## src/rtl/core/tg_pkg.sv

```systemverilog
// tg_pkg: shared types and constants for the multichannel tone generator
// holds the op codes, the queued command and the divider handshake structs
// no dependencies
package tg_pkg;

   localparam int COUNT_W     = 16;
   localparam int HALF_W      = 15;
   localparam int BUDGET_W    = 22;
   localparam int CHANNEL_W   = 3;
   localparam int FREQ_W      = 16;
   localparam int MASK_W      = 8;
   localparam int DIVIDEND_W  = 32;
   localparam int DIVISOR_W   = 16;
   localparam int QUEUE_DEPTH = 2;
   localparam int RECIP_W     = 29;
   localparam int RECIP_SHIFT = 38;

   localparam logic [FREQ_W-1:0]    FREQ_MIN      = 16'd20;
   localparam logic [FREQ_W-1:0]    FREQ_MAX      = 16'd20000;
   localparam logic [DIVISOR_W-1:0] MS_PER_SECOND = 16'd1000;
   localparam logic [HALF_W-1:0]    HALF_MAX      = 15'h7FFF;
   // floor(x / 1000) = (x * MS_RECIP) >> RECIP_SHIFT for any 32-bit x
   localparam logic [RECIP_W-1:0]   MS_RECIP      = 29'd274877907;

   typedef enum logic [1:0] {
      OP_TICK  = 2'd0,
      OP_START = 2'd1,
      OP_STOP  = 2'd2,
      OP_NONE  = 2'd3
   } op_type;

   typedef enum logic [1:0] {
      FR_IDLE,
      FR_HALF,
      FR_BUDGET,
      FR_PUSH
   } front_state_type;

   typedef struct packed {
      op_type                op;
      logic [CHANNEL_W-1:0]  channel;
      logic [HALF_W-1:0]     half;
      logic [BUDGET_W-1:0]   budget;
      logic                  endless;
   } cmd_type;

   typedef struct packed {
      logic                  start;
      logic [DIVIDEND_W-1:0] dividend;
      logic [DIVISOR_W-1:0]  divisor;
   } div_req_type;

   typedef struct packed {
      logic                  busy;
      logic                  done;
      logic [DIVIDEND_W-1:0] quotient;
   } div_rsp_type;

endpackage

```

## src/rtl/core/tg_div.sv

```systemverilog
// tg_div: radix-2 restoring divider, one quotient bit per cycle
// depends on tg_pkg
module tg_div (
   input  logic                clock,
   input  logic                reset,
   input  tg_pkg::div_req_type div_req,
   output tg_pkg::div_rsp_type div_rsp
);
   import tg_pkg::*;

   localparam int STEP_W = $clog2(DIVIDEND_W);

   logic                  busy_ff, busy_in;
   logic                  done_ff, done_in;
   logic [STEP_W-1:0]     step_ff, step_in;
   logic [DIVISOR_W-1:0]  rem_ff, rem_in;
   logic [DIVIDEND_W-1:0] quo_ff, quo_in;
   logic [DIVISOR_W-1:0]  divisor_ff, divisor_in;

   always_comb begin
      logic [DIVISOR_W:0] rem_shift;
      logic               ge;
      rem_shift  = {rem_ff, quo_ff[DIVIDEND_W-1]};
      ge         = rem_shift >= {1'b0, divisor_ff};
      busy_in    = busy_ff;
      done_in    = 1'b0;
      step_in    = step_ff;
      rem_in     = rem_ff;
      quo_in     = quo_ff;
      divisor_in = divisor_ff;
      if (div_req.start) begin
         busy_in    = 1'b1;
         step_in    = '0;
         rem_in     = '0;
         quo_in     = div_req.dividend;
         divisor_in = div_req.divisor;
      end else if (busy_ff) begin
         rem_in  = ge ? DIVISOR_W'(rem_shift - {1'b0, divisor_ff}) : rem_shift[DIVISOR_W-1:0];
         quo_in  = {quo_ff[DIVIDEND_W-2:0], ge};
         step_in = step_ff + 1'b1;
         if (step_ff == STEP_W'(DIVIDEND_W - 1)) begin
            busy_in = 1'b0;
            done_in = 1'b1;
         end
      end
   end

   always_ff @(posedge clock) begin
      if (reset) begin
         busy_ff <= 1'b0;
         done_ff <= 1'b0;
      end else begin
         busy_ff <= busy_in;
         done_ff <= done_in;
      end
      step_ff    <= step_in;
      rem_ff     <= rem_in;
      quo_ff     <= quo_in;
      divisor_ff <= divisor_in;
   end

   assign div_rsp.busy     = busy_ff;
   assign div_rsp.done     = done_ff;
   assign div_rsp.quotient = quo_ff;

`ifndef SYNTHESIS
   a_no_restart: assert property (@(posedge clock) disable iff (reset)
      div_req.start |-> !busy_ff)
      else $error("divider restarted while busy");
   a_done_after_busy: assert property (@(posedge clock) disable iff (reset)
      done_ff |-> $past(busy_ff))
      else $error("divider done without a running division");
`endif

endmodule

```

## src/rtl/core/tg_front.sv

```systemverilog
// tg_front: accepts request beats, checks them and works out half period and budget
// depends on tg_pkg and tg_div
module tg_front #(
   parameter int CHANNELS         = 8,
   parameter int TICKS_PER_SECOND = 1000000
) (
   input  logic                clock,
   input  logic                reset,
   input  logic                req_valid,
   output logic                req_ready,
   input  logic [1:0]          req_op,
   input  logic [2:0]          req_channel,
   input  logic [15:0]         req_frequency_hz,
   input  logic [15:0]         req_duration_ms,
   output logic                push,
   output tg_pkg::cmd_type     push_data,
   input  logic                full
);
   import tg_pkg::*;

   front_state_type       state_ff, state_in;
   cmd_type               cmd_ff, cmd_in;
   logic [FREQ_W-1:0]     freq_ff, freq_in;
   logic [FREQ_W-1:0]     dur_ff, dur_in;
   logic [DIVIDEND_W-1:0] prod_ff, prod_in;
   div_req_type           div_req;
   div_rsp_type           div_rsp;

   tg_div u_div (
      .clock   (clock),
      .reset   (reset),
      .div_req (div_req),
      .div_rsp (div_rsp)
   );

   always_comb begin
      logic    ch_ok;
      logic    freq_ok;
      op_type  op;
      cmd_type imm_cmd;
      logic [DIVIDEND_W+RECIP_W-1:0] scaled;
      op       = op_type'(req_op);
      ch_ok    = {29'd0, req_channel} < 32'(CHANNELS);
      freq_ok  = (req_frequency_hz >= FREQ_MIN) && (req_frequency_hz <= FREQ_MAX);
      scaled   = prod_ff * MS_RECIP;
      imm_cmd         = '0;
      imm_cmd.op      = op;
      imm_cmd.channel = req_channel;
      if (op == OP_START || (op == OP_STOP && !ch_ok)) begin
         imm_cmd.op = OP_NONE;
      end
      state_in  = state_ff;
      cmd_in    = cmd_ff;
      freq_in   = freq_ff;
      dur_in    = dur_ff;
      prod_in   = prod_ff;
      req_ready = 1'b0;
      push      = 1'b0;
      push_data = imm_cmd;
      div_req   = '0;
      case (state_ff)
         FR_IDLE: begin
            req_ready = !full;
            if (req_valid && !full) begin
               if (op == OP_START && ch_ok && freq_ok) begin
                  div_req.start    = 1'b1;
                  div_req.dividend = DIVIDEND_W'(TICKS_PER_SECOND);
                  div_req.divisor  = {req_frequency_hz[FREQ_W-2:0], 1'b0};
                  cmd_in           = '0;
                  cmd_in.op        = OP_START;
                  cmd_in.channel   = req_channel;
                  freq_in          = req_frequency_hz;
                  dur_in           = req_duration_ms;
                  state_in         = FR_HALF;
               end else begin
                  push = 1'b1;
               end
            end
         end
         FR_HALF: begin
            prod_in = DIVIDEND_W'({freq_ff, 1'b0} * dur_ff);
            if (div_rsp.done) begin
               if (div_rsp.quotient > DIVIDEND_W'(HALF_MAX)) begin
                  cmd_in.half = HALF_MAX;
               end else if (div_rsp.quotient == '0) begin
                  cmd_in.half = HALF_W'(1);
               end else begin
                  cmd_in.half = div_rsp.quotient[HALF_W-1:0];
               end
               if (dur_ff == '0) begin
                  cmd_in.endless = 1'b1;
                  state_in       = FR_PUSH;
               end else begin
                  state_in       = FR_BUDGET;
               end
            end
         end
         FR_BUDGET: begin
            cmd_in.budget = scaled[RECIP_SHIFT +: BUDGET_W];
            state_in      = FR_PUSH;
         end
         FR_PUSH: begin
            push_data = cmd_ff;
            if (!full) begin
               push     = 1'b1;
               state_in = FR_IDLE;
            end
         end
         default: begin
            state_in = FR_IDLE;
         end
      endcase
   end

   always_ff @(posedge clock) begin
      if (reset) begin
         state_ff <= FR_IDLE;
      end else begin
         state_ff <= state_in;
      end
      cmd_ff  <= cmd_in;
      freq_ff <= freq_in;
      dur_ff  <= dur_in;
      prod_ff <= prod_in;
   end

`ifndef SYNTHESIS
   a_push_room: assert property (@(posedge clock) disable iff (reset)
      push |-> !full)
      else $error("front pushed into a full queue");
   a_start_half: assert property (@(posedge clock) disable iff (reset)
      (push && push_data.op == OP_START) |-> (push_data.half != '0))
      else $error("start command with zero half period");
`endif

endmodule

```

## src/rtl/core/tg_queue.sv

```systemverilog
// tg_queue: short command queue between the front and back parts
// depends on tg_pkg
module tg_queue (
   input  logic            clock,
   input  logic            reset,
   input  logic            push,
   input  tg_pkg::cmd_type push_data,
   output logic            full,
   input  logic            pop,
   output logic            not_empty,
   output tg_pkg::cmd_type pop_data
);
   import tg_pkg::*;

   localparam int PTR_W = (QUEUE_DEPTH > 1) ? $clog2(QUEUE_DEPTH) : 1;
   localparam int CNT_W = $clog2(QUEUE_DEPTH + 1);

   cmd_type           entry_ff [QUEUE_DEPTH];
   logic [PTR_W-1:0]  wr_ptr_ff, wr_ptr_in;
   logic [PTR_W-1:0]  rd_ptr_ff, rd_ptr_in;
   logic [CNT_W-1:0]  count_ff, count_in;

   assign full      = count_ff == CNT_W'(QUEUE_DEPTH);
   assign not_empty = count_ff != '0;
   assign pop_data  = entry_ff[rd_ptr_ff];

   always_comb begin
      wr_ptr_in = wr_ptr_ff;
      rd_ptr_in = rd_ptr_ff;
      if (push) begin
         wr_ptr_in = (wr_ptr_ff == PTR_W'(QUEUE_DEPTH - 1)) ? '0 : wr_ptr_ff + 1'b1;
      end
      if (pop) begin
         rd_ptr_in = (rd_ptr_ff == PTR_W'(QUEUE_DEPTH - 1)) ? '0 : rd_ptr_ff + 1'b1;
      end
      count_in = count_ff + CNT_W'(push) - CNT_W'(pop);
   end

   always_ff @(posedge clock) begin
      if (reset) begin
         wr_ptr_ff <= '0;
         rd_ptr_ff <= '0;
         count_ff  <= '0;
      end else begin
         wr_ptr_ff <= wr_ptr_in;
         rd_ptr_ff <= rd_ptr_in;
         count_ff  <= count_in;
      end
      if (push) begin
         entry_ff[wr_ptr_ff] <= push_data;
      end
   end

`ifndef SYNTHESIS
   a_count_bound: assert property (@(posedge clock) disable iff (reset)
      count_ff <= CNT_W'(QUEUE_DEPTH))
      else $error("queue count above depth");
   a_pop_nonempty: assert property (@(posedge clock) disable iff (reset)
      pop |-> not_empty)
      else $error("pop from empty queue");
`endif

endmodule

```

## src/rtl/core/tg_back.sv

```systemverilog
// tg_back: runs queued commands against the shared counter and channel state
// depends on tg_pkg; drives the registered response beat
module tg_back #(
   parameter int CHANNELS = 8
) (
   input  logic            clock,
   input  logic            reset,
   input  logic            not_empty,
   input  tg_pkg::cmd_type pop_data,
   output logic            pop,
   output logic            rsp_valid,
   input  logic            rsp_ready,
   output logic [7:0]      rsp_tone_levels,
   output logic [7:0]      rsp_active_mask,
   output logic [7:0]      rsp_finished_mask,
   output logic            rsp_accepted
);
   import tg_pkg::*;

   localparam int CH_W  = (CHANNELS > 1) ? $clog2(CHANNELS) : 1;
   localparam int SHOWN = (CHANNELS < MASK_W) ? CHANNELS : MASK_W;

   logic [COUNT_W-1:0]  counter_ff, counter_in;
   logic [HALF_W-1:0]   half_ff    [CHANNELS];
   logic [HALF_W-1:0]   half_in    [CHANNELS];
   logic [BUDGET_W-1:0] left_ff    [CHANNELS];
   logic [BUDGET_W-1:0] left_in    [CHANNELS];
   logic [COUNT_W-1:0]  cmp_ff     [CHANNELS];
   logic [COUNT_W-1:0]  cmp_in     [CHANNELS];
   logic                endless_ff [CHANNELS];
   logic                endless_in [CHANNELS];
   logic                level_ff   [CHANNELS];
   logic                level_in   [CHANNELS];

   logic                rsp_valid_ff, rsp_valid_in;
   logic [MASK_W-1:0]   levels_ff, levels_in;
   logic [MASK_W-1:0]   active_ff, active_in;
   logic [MASK_W-1:0]   finished_ff, finished_in;
   logic                accepted_ff, accepted_in;

   assign pop = not_empty && (!rsp_valid_ff || rsp_ready);

   always_comb begin
      logic [CH_W-1:0]     idx;
      logic [CHANNELS-1:0] fin;
      idx        = CH_W'(pop_data.channel);
      fin        = '0;
      counter_in = counter_ff;
      half_in    = half_ff;
      left_in    = left_ff;
      cmp_in     = cmp_ff;
      endless_in = endless_ff;
      level_in   = level_ff;
      if (pop) begin
         case (pop_data.op)
            OP_TICK: begin
               counter_in = counter_ff + 1'b1;
               for (int i = 0; i < CHANNELS; i++) begin
                  if (half_ff[i] != '0 && cmp_ff[i] == counter_in) begin
                     level_in[i] = !level_ff[i];
                     cmp_in[i]   = cmp_ff[i] + {1'b0, half_ff[i]};
                     if (!endless_ff[i]) begin
                        if (left_ff[i] != '0) begin
                           left_in[i] = left_ff[i] - 1'b1;
                        end else begin
                           half_in[i]    = '0;
                           left_in[i]    = '0;
                           endless_in[i] = 1'b0;
                           cmp_in[i]     = '0;
                           level_in[i]   = 1'b0;
                           fin[i]        = 1'b1;
                        end
                     end
                  end
               end
            end
            OP_START: begin
               half_in[idx]    = pop_data.half;
               left_in[idx]    = pop_data.budget;
               endless_in[idx] = pop_data.endless;
               cmp_in[idx]     = counter_ff + {1'b0, pop_data.half};
               level_in[idx]   = 1'b0;
            end
            OP_STOP: begin
               half_in[idx]    = '0;
               left_in[idx]    = '0;
               endless_in[idx] = 1'b0;
               cmp_in[idx]     = '0;
               level_in[idx]   = 1'b0;
            end
            default: begin
            end
         endcase
      end
      rsp_valid_in = pop ? 1'b1 : (rsp_valid_ff && !rsp_ready);
      levels_in    = levels_ff;
      active_in    = active_ff;
      finished_in  = finished_ff;
      accepted_in  = accepted_ff;
      if (pop) begin
         levels_in   = '0;
         active_in   = '0;
         finished_in = '0;
         for (int i = 0; i < SHOWN; i++) begin
            levels_in[i]   = level_in[i];
            active_in[i]   = half_in[i] != '0;
            finished_in[i] = fin[i];
         end
         accepted_in = pop_data.op == OP_START;
      end
   end

   always_ff @(posedge clock) begin
      if (reset) begin
         counter_ff   <= '0;
         rsp_valid_ff <= 1'b0;
         for (int i = 0; i < CHANNELS; i++) begin
            half_ff[i]    <= '0;
            left_ff[i]    <= '0;
            cmp_ff[i]     <= '0;
            endless_ff[i] <= 1'b0;
            level_ff[i]   <= 1'b0;
         end
      end else begin
         counter_ff   <= counter_in;
         rsp_valid_ff <= rsp_valid_in;
         half_ff      <= half_in;
         left_ff      <= left_in;
         cmp_ff       <= cmp_in;
         endless_ff   <= endless_in;
         level_ff     <= level_in;
      end
      levels_ff   <= levels_in;
      active_ff   <= active_in;
      finished_ff <= finished_in;
      accepted_ff <= accepted_in;
   end

   assign rsp_valid         = rsp_valid_ff;
   assign rsp_tone_levels   = levels_ff;
   assign rsp_active_mask   = active_ff;
   assign rsp_finished_mask = finished_ff;
   assign rsp_accepted      = accepted_ff;

`ifndef SYNTHESIS
   a_level_needs_active: assert property (@(posedge clock) disable iff (reset)
      rsp_valid_ff |-> ((levels_ff & ~active_ff) == '0))
      else $error("high level on a stopped channel");
   a_finished_stopped: assert property (@(posedge clock) disable iff (reset)
      rsp_valid_ff |-> ((finished_ff & active_ff) == '0))
      else $error("finished channel still active");
   a_counter_tick: assert property (@(posedge clock) disable iff (reset)
      (pop && pop_data.op != OP_TICK) |=> $stable(counter_ff))
      else $error("counter moved on a non-tick beat");
`endif

endmodule

```

## src/rtl/core/multichannel_tone_generator_top.sv

```systemverilog
// multichannel_tone_generator_top: square-wave tone generator, shared 16-bit tick counter
// depends on tg_pkg, tg_front, tg_queue, tg_back
//
//   channel | direction | ports                                        | handshake
//   req     | in        | req_op req_channel req_frequency_hz          | req_valid/req_ready
//           |           | req_duration_ms                              |
//   rsp     | out       | rsp_tone_levels rsp_active_mask              | rsp_valid/rsp_ready
//           |           | rsp_finished_mask rsp_accepted               |
//
// tick, stop and no-op beats are taken one per cycle while the front is idle and the two-entry queue has room
// an in-range start occupies the front for one 32-step pass through the serial divider,
// then, unless its duration is zero, a reciprocal multiply for the budget
// each response comes in the cycle after its command leaves the queue, from a response register
// reset is synchronous and clears all channels and the counter
// a stalled rsp side fills the queue, then drops req_ready
module multichannel_tone_generator_top #(
   parameter int CHANNELS         = 8,
   parameter int TICKS_PER_SECOND = 1000000
) (
   input  logic        clock,
   input  logic        reset,
   input  logic        req_valid,
   output logic        req_ready,
   input  logic [1:0]  req_op,
   input  logic [2:0]  req_channel,
   input  logic [15:0] req_frequency_hz,
   input  logic [15:0] req_duration_ms,
   output logic        rsp_valid,
   input  logic        rsp_ready,
   output logic [7:0]  rsp_tone_levels,
   output logic [7:0]  rsp_active_mask,
   output logic [7:0]  rsp_finished_mask,
   output logic        rsp_accepted
);
   import tg_pkg::*;

   logic    push;
   cmd_type push_data;
   logic    full;
   logic    pop;
   logic    not_empty;
   cmd_type pop_data;

   tg_front #(
      .CHANNELS         (CHANNELS),
      .TICKS_PER_SECOND (TICKS_PER_SECOND)
   ) u_front (
      .clock            (clock),
      .reset            (reset),
      .req_valid        (req_valid),
      .req_ready        (req_ready),
      .req_op           (req_op),
      .req_channel      (req_channel),
      .req_frequency_hz (req_frequency_hz),
      .req_duration_ms  (req_duration_ms),
      .push             (push),
      .push_data        (push_data),
      .full             (full)
   );

   tg_queue u_queue (
      .clock     (clock),
      .reset     (reset),
      .push      (push),
      .push_data (push_data),
      .full      (full),
      .pop       (pop),
      .not_empty (not_empty),
      .pop_data  (pop_data)
   );

   tg_back #(
      .CHANNELS (CHANNELS)
   ) u_back (
      .clock             (clock),
      .reset             (reset),
      .not_empty         (not_empty),
      .pop_data          (pop_data),
      .pop               (pop),
      .rsp_valid         (rsp_valid),
      .rsp_ready         (rsp_ready),
      .rsp_tone_levels   (rsp_tone_levels),
      .rsp_active_mask   (rsp_active_mask),
      .rsp_finished_mask (rsp_finished_mask),
      .rsp_accepted      (rsp_accepted)
   );

endmodule
```

## config.mk

```make
export PLATFORM = sky130hd
export DESIGN_NAME = multichannel_tone_generator_top
export DESIGN_NICKNAME = d
export VERILOG_FILES = /design/src/rtl/core/tg_pkg.sv /design/src/rtl/core/tg_div.sv /design/src/rtl/core/tg_front.sv /design/src/rtl/core/tg_queue.sv /design/src/rtl/core/tg_back.sv /design/src/rtl/core/multichannel_tone_generator_top.sv
export SDC_FILE = /design/constraint.sdc
export NUM_CORES = 2
export LEC_CHECK = 0
export BUFFER_PORTS_ARGS = -buffer_cell sky130_fd_sc_hd__buf_2
export CORE_MARGIN = 5
export CORE_UTILIZATION = 65
export DETAILED_ROUTE_END_ITERATION = 6
export PLACE_DENSITY = 0.82
export SYNTH_ARGS = -nofsm -noshare
export SYNTH_HDL_FRONTEND = slang
export SYNTH_SLANG_ARGS = --single-unit
```

## constraint.sdc

```tcl
create_clock -name clock -period 14.55 [get_ports clock]
set_input_delay 0.7275 -clock clock [delete_from_list [all_inputs] [get_ports clock]]
set_output_delay 0.7275 -clock clock [all_outputs]
set_load 0.01 [all_outputs]
```

==> out/qor.csv <==
stage,metric,value,unit
yosys,synth_nets,8610,
placed_design,io_buffers,67,
floorplanning,core-area,101700,µm²
critical_path,reg2regPathDepth,25,
clocking,ctsResizeCount,0,
global_route,grt_pass1_wl,318700,µm
global_route,grt-ovfl-total,0,
yosys,synth_warnings,0,
timing,tns,0,ns
floorplanning,dieArea,109000,µm²
clocking,cts_root_buffer,clkbuf_16,
critical_path,cp-end-kind,register,
drt,vias,57430,
timing,timing.fmax,127.4,MHz
yosys,synth_edf_count,262,
timing,final.setup_skew,0.03768,ns
timing,hold_ws,0.2267,ns
yosys,syn_inst,7429,
placed_design,post-dp-hpwl,149300,µm
timing,fin_crit_sh,0.5394,
drt,drt-pass1-iter-count,7,
timing,slew_viol_final,0,
critical_path,cp_max_fo,10,
drt,ant_nets,0,
timing,rsz0062_at_grt,no,
clocking,clk_latency,0.69,ns
layout,final_nets,8481,
min_path,worstHoldPathCells,1,
critical_path,path_class,register to register,
yosys,syn-cell-area,66590,µm²
clocking,htree_levels,3,
min_path,min_path_type,primary input to register,
yosys,postSynthAreaPerCell,8.964,µm²
drt,drt_wl_total,209800,µm
yosys,synth-async-reset-ratio,0,
critical_path,cpMaxStageDelayCell,edfxtp_1,
placed_design,globalplace.congestion,1.035,
global_route,antenna_found_initial,4,
drt,drc,0,
critical_path,arrival,8.26,ns
yosys,synth-seq-cells,749,
yosys,synthDistinctLibCells,113,
global_route,track_usage,0.3755,
clocking,max-clock-path-buffers,3,
critical_path,max_stage_delay,0.62,ns
layout,drive_gt1_frac,0.05878,
yosys,ys.flop_type,dfxtp_1,
floorplanning,io_pins,68,
clocking,cts.clk_slew.worst_paths,0.06,ns
run_status,status,"complete, no violations",
global_route,grt_max_degree,177,
yosys,ys_seq_area_frac,0.2645,
timing,worstMarginPinSlew,1.363,ns
job,cap_violations,0,
clocking,numCtsBuffers,84,
clocking,cts_setup_buffers,0,
critical_path,start_kind,register,
floorplanning,die_w,330.1,µm
floorplanning,initial_core_util,0.6545,
clocking,cts_tree,built,
drt,wl_per_cell,24.01,µm
clocking,numClockSinks,749,
drt,via_per_inst,6.573,
clocking,ctsHoldBuffers,0,
drt,drt_iter0_markers,7168,
floorplanning,die_y,330.1,µm
timing,min_period,7.848,ns
timing,finalHoldViolations,0,
timing,finalSetupViolations,0,
critical_path,path_common_cell,fa_1,
floorplanning,num_rows,117,
layout,syn_to_final_growth,6.178,%
timing,slew_headroom,0.09153,
critical_path,cp.required,14.96,ns
global_route,grt_pass1_vias,55260,
[flip-flops by register name (all words and copies together), names as in the netlist, 5 cells and up, named ones only]
| register | flops |
|---|---|
| u_back.rsp_finished_mask | 8 |
| u_front.u_div.rem_ff | 16 |
| u_back.cmp_ff | 128 |
| u_front.cmd_ff | 41 |
| u_back.endless_ff | 8 |
| u_back.left_ff | 176 |
| u_front.u_div.quo_ff | 32 |
| u_front.freq_ff | 16 |
| u_front.u_div.step_ff | 5 |
| u_front.u_div.divisor_ff | 15 |
| u_back.level_ff | 8 |
| u_back.half_ff | 120 |
| u_queue.entry_ff | 86 |
| u_back.counter_ff | 16 |
| u_front.prod_ff | 31 |
| u_front.dur_ff | 16 |
| u_back.rsp_tone_levels | 8 |
| u_back.rsp_active_mask | 8 |
[path summary, 6_finish.rpt]
path	endpoint	from	slack [ns]
max	u_front.cmd_ff[21]	u_front.prod_ff[23]	6.70
min	u_front.dur_ff[14]	req_duration_ms[14]	0.23
max reg2reg	u_front.cmd_ff[21]	u_front.prod_ff[23]	6.70
min reg2reg	u_back.left_ff[98]	u_back.left_ff[98]	0.49
[cell usage after synthesis (all sizes together) (48+ instances only)]
| cell | count | area share |
|---|---|---|
| edfxtp | 262 | 0.12 |
| a21o | 107 | 0.012 |
| a31oi | 87 | 0.0083 |
| a22oi | 124 | 0.014 |
| o22ai | 53 | 0.0050 |
| dfxtp | 487 | 0.15 |
| xor2 | 87 | 0.012 |
| a21oi | 466 | 0.036 |
| o21a | 52 | 0.0059 |
| nand2 | 609 | 0.034 |
| and3 | 50 | 0.0047 |
| nand2b | 48 | 0.0045 |
| fa | 490 | 0.15 |
| nor2 | 521 | 0.030 |
| nor3 | 153 | 0.012 |
| nand3 | 227 | 0.017 |
| inv | 868 | 0.049 |
| ha | 650 | 0.12 |
| a22o | 135 | 0.018 |
| clkbuf | 280 | 0.016 |
| buf | 79 | 0.0066 |
| nor4 | 99 | 0.0097 |
| o21ai | 415 | 0.031 |
| and2 | 225 | 0.021 |
| xnor2 | 195 | 0.027 |
[per-stage QoR]
step	instance area (µm²)	cells	utilization	worst slack, ns
after detailed placement	67920	8582	0.6676	6.837
final	70710	8738	0.6950	6.702
after floorplan	66590	7429	-	7.649
after CTS	70700	8735	0.6949	6.790
after global routing	70700	8735	0.6949	6.374
after global placement	67920	8582	0.6676	6.948
[layout by cell type (no fill, tap or decap), types with 107 or more instances in the layout]
cell	netlist	final
xnor2_1	191	181
a21oi_1	459	459
a21o_1	107	107
nor3_1	144	144
inv_1	867	866
o21ai_0	403	400
dfxtp_1	487	486
nand2_1	608	604
ha_1	650	647
nand3_1	227	227
edfxtp_1	262	262
nor2_1	518	514
a22oi_1	124	124
a22o_1	135	135
fa_1	490	490
and2_1	222	222
[cell type report]
type / count / area, µm²
inverter: 870 / 3266
sequential: 749 / 17620
antenna: 3 / 7.507
clock inverter: 38 / 436.7
fill: 7820 / 31030
timing repair buffer: 144 / 960.9
tap: 1368 / 1712
clock buffer: 115 / 2340
multi-input combinational: 5451 / 44370
[per-layer routing]
metal,share of wire,GRT usage,up-vias
met5,0.00012,0,-
met4,0.078,0.2406,4
met3,0.11,0.08324,821
met2,0.45,0.5899,3491
met1,0.37,0.4712,27410
li1,-,-,25710
[critical path, delay by kind of cell, from the launching register on]
kind / cells / cell delay, ns
AND/OR/NAND/NOR: 4 / 0.84
adder cells (fa/ha/maj): 9 / 4.17
multiplexers: 1 / 0.16
flip-flops: 1 / 0.62
AO/OA/AOI/OAI: 5 / 1.43
buffers and inverters: 6 / 0.33
[kinds of logic (layout without fill, tap and decap cells)]
| logic type | count (synthesis) | count (layout) | synth area share |
|---|---|---|---|
| AND/OR/NAND/NOR | 2141 | 2141 | 0.1570 |
| AO/OA/AOI/OAI | 1771 | 1771 | 0.1741 |
| buffers and inverters | 1229 | 1167 | 0.07143 |
| adder cells (fa/ha/maj) | 1140 | 1140 | 0.2694 |
| flip-flops | 749 | 749 | 0.2645 |
| XOR/XNOR | 318 | 318 | 0.05054 |
| multiplexers | 81 | 81 | 0.01302 |
| other | 0 | 3 | 0 |
Power is not shown: default switching activity piles up to over one toggle a cycle in this logic, so the estimate is an artifact.
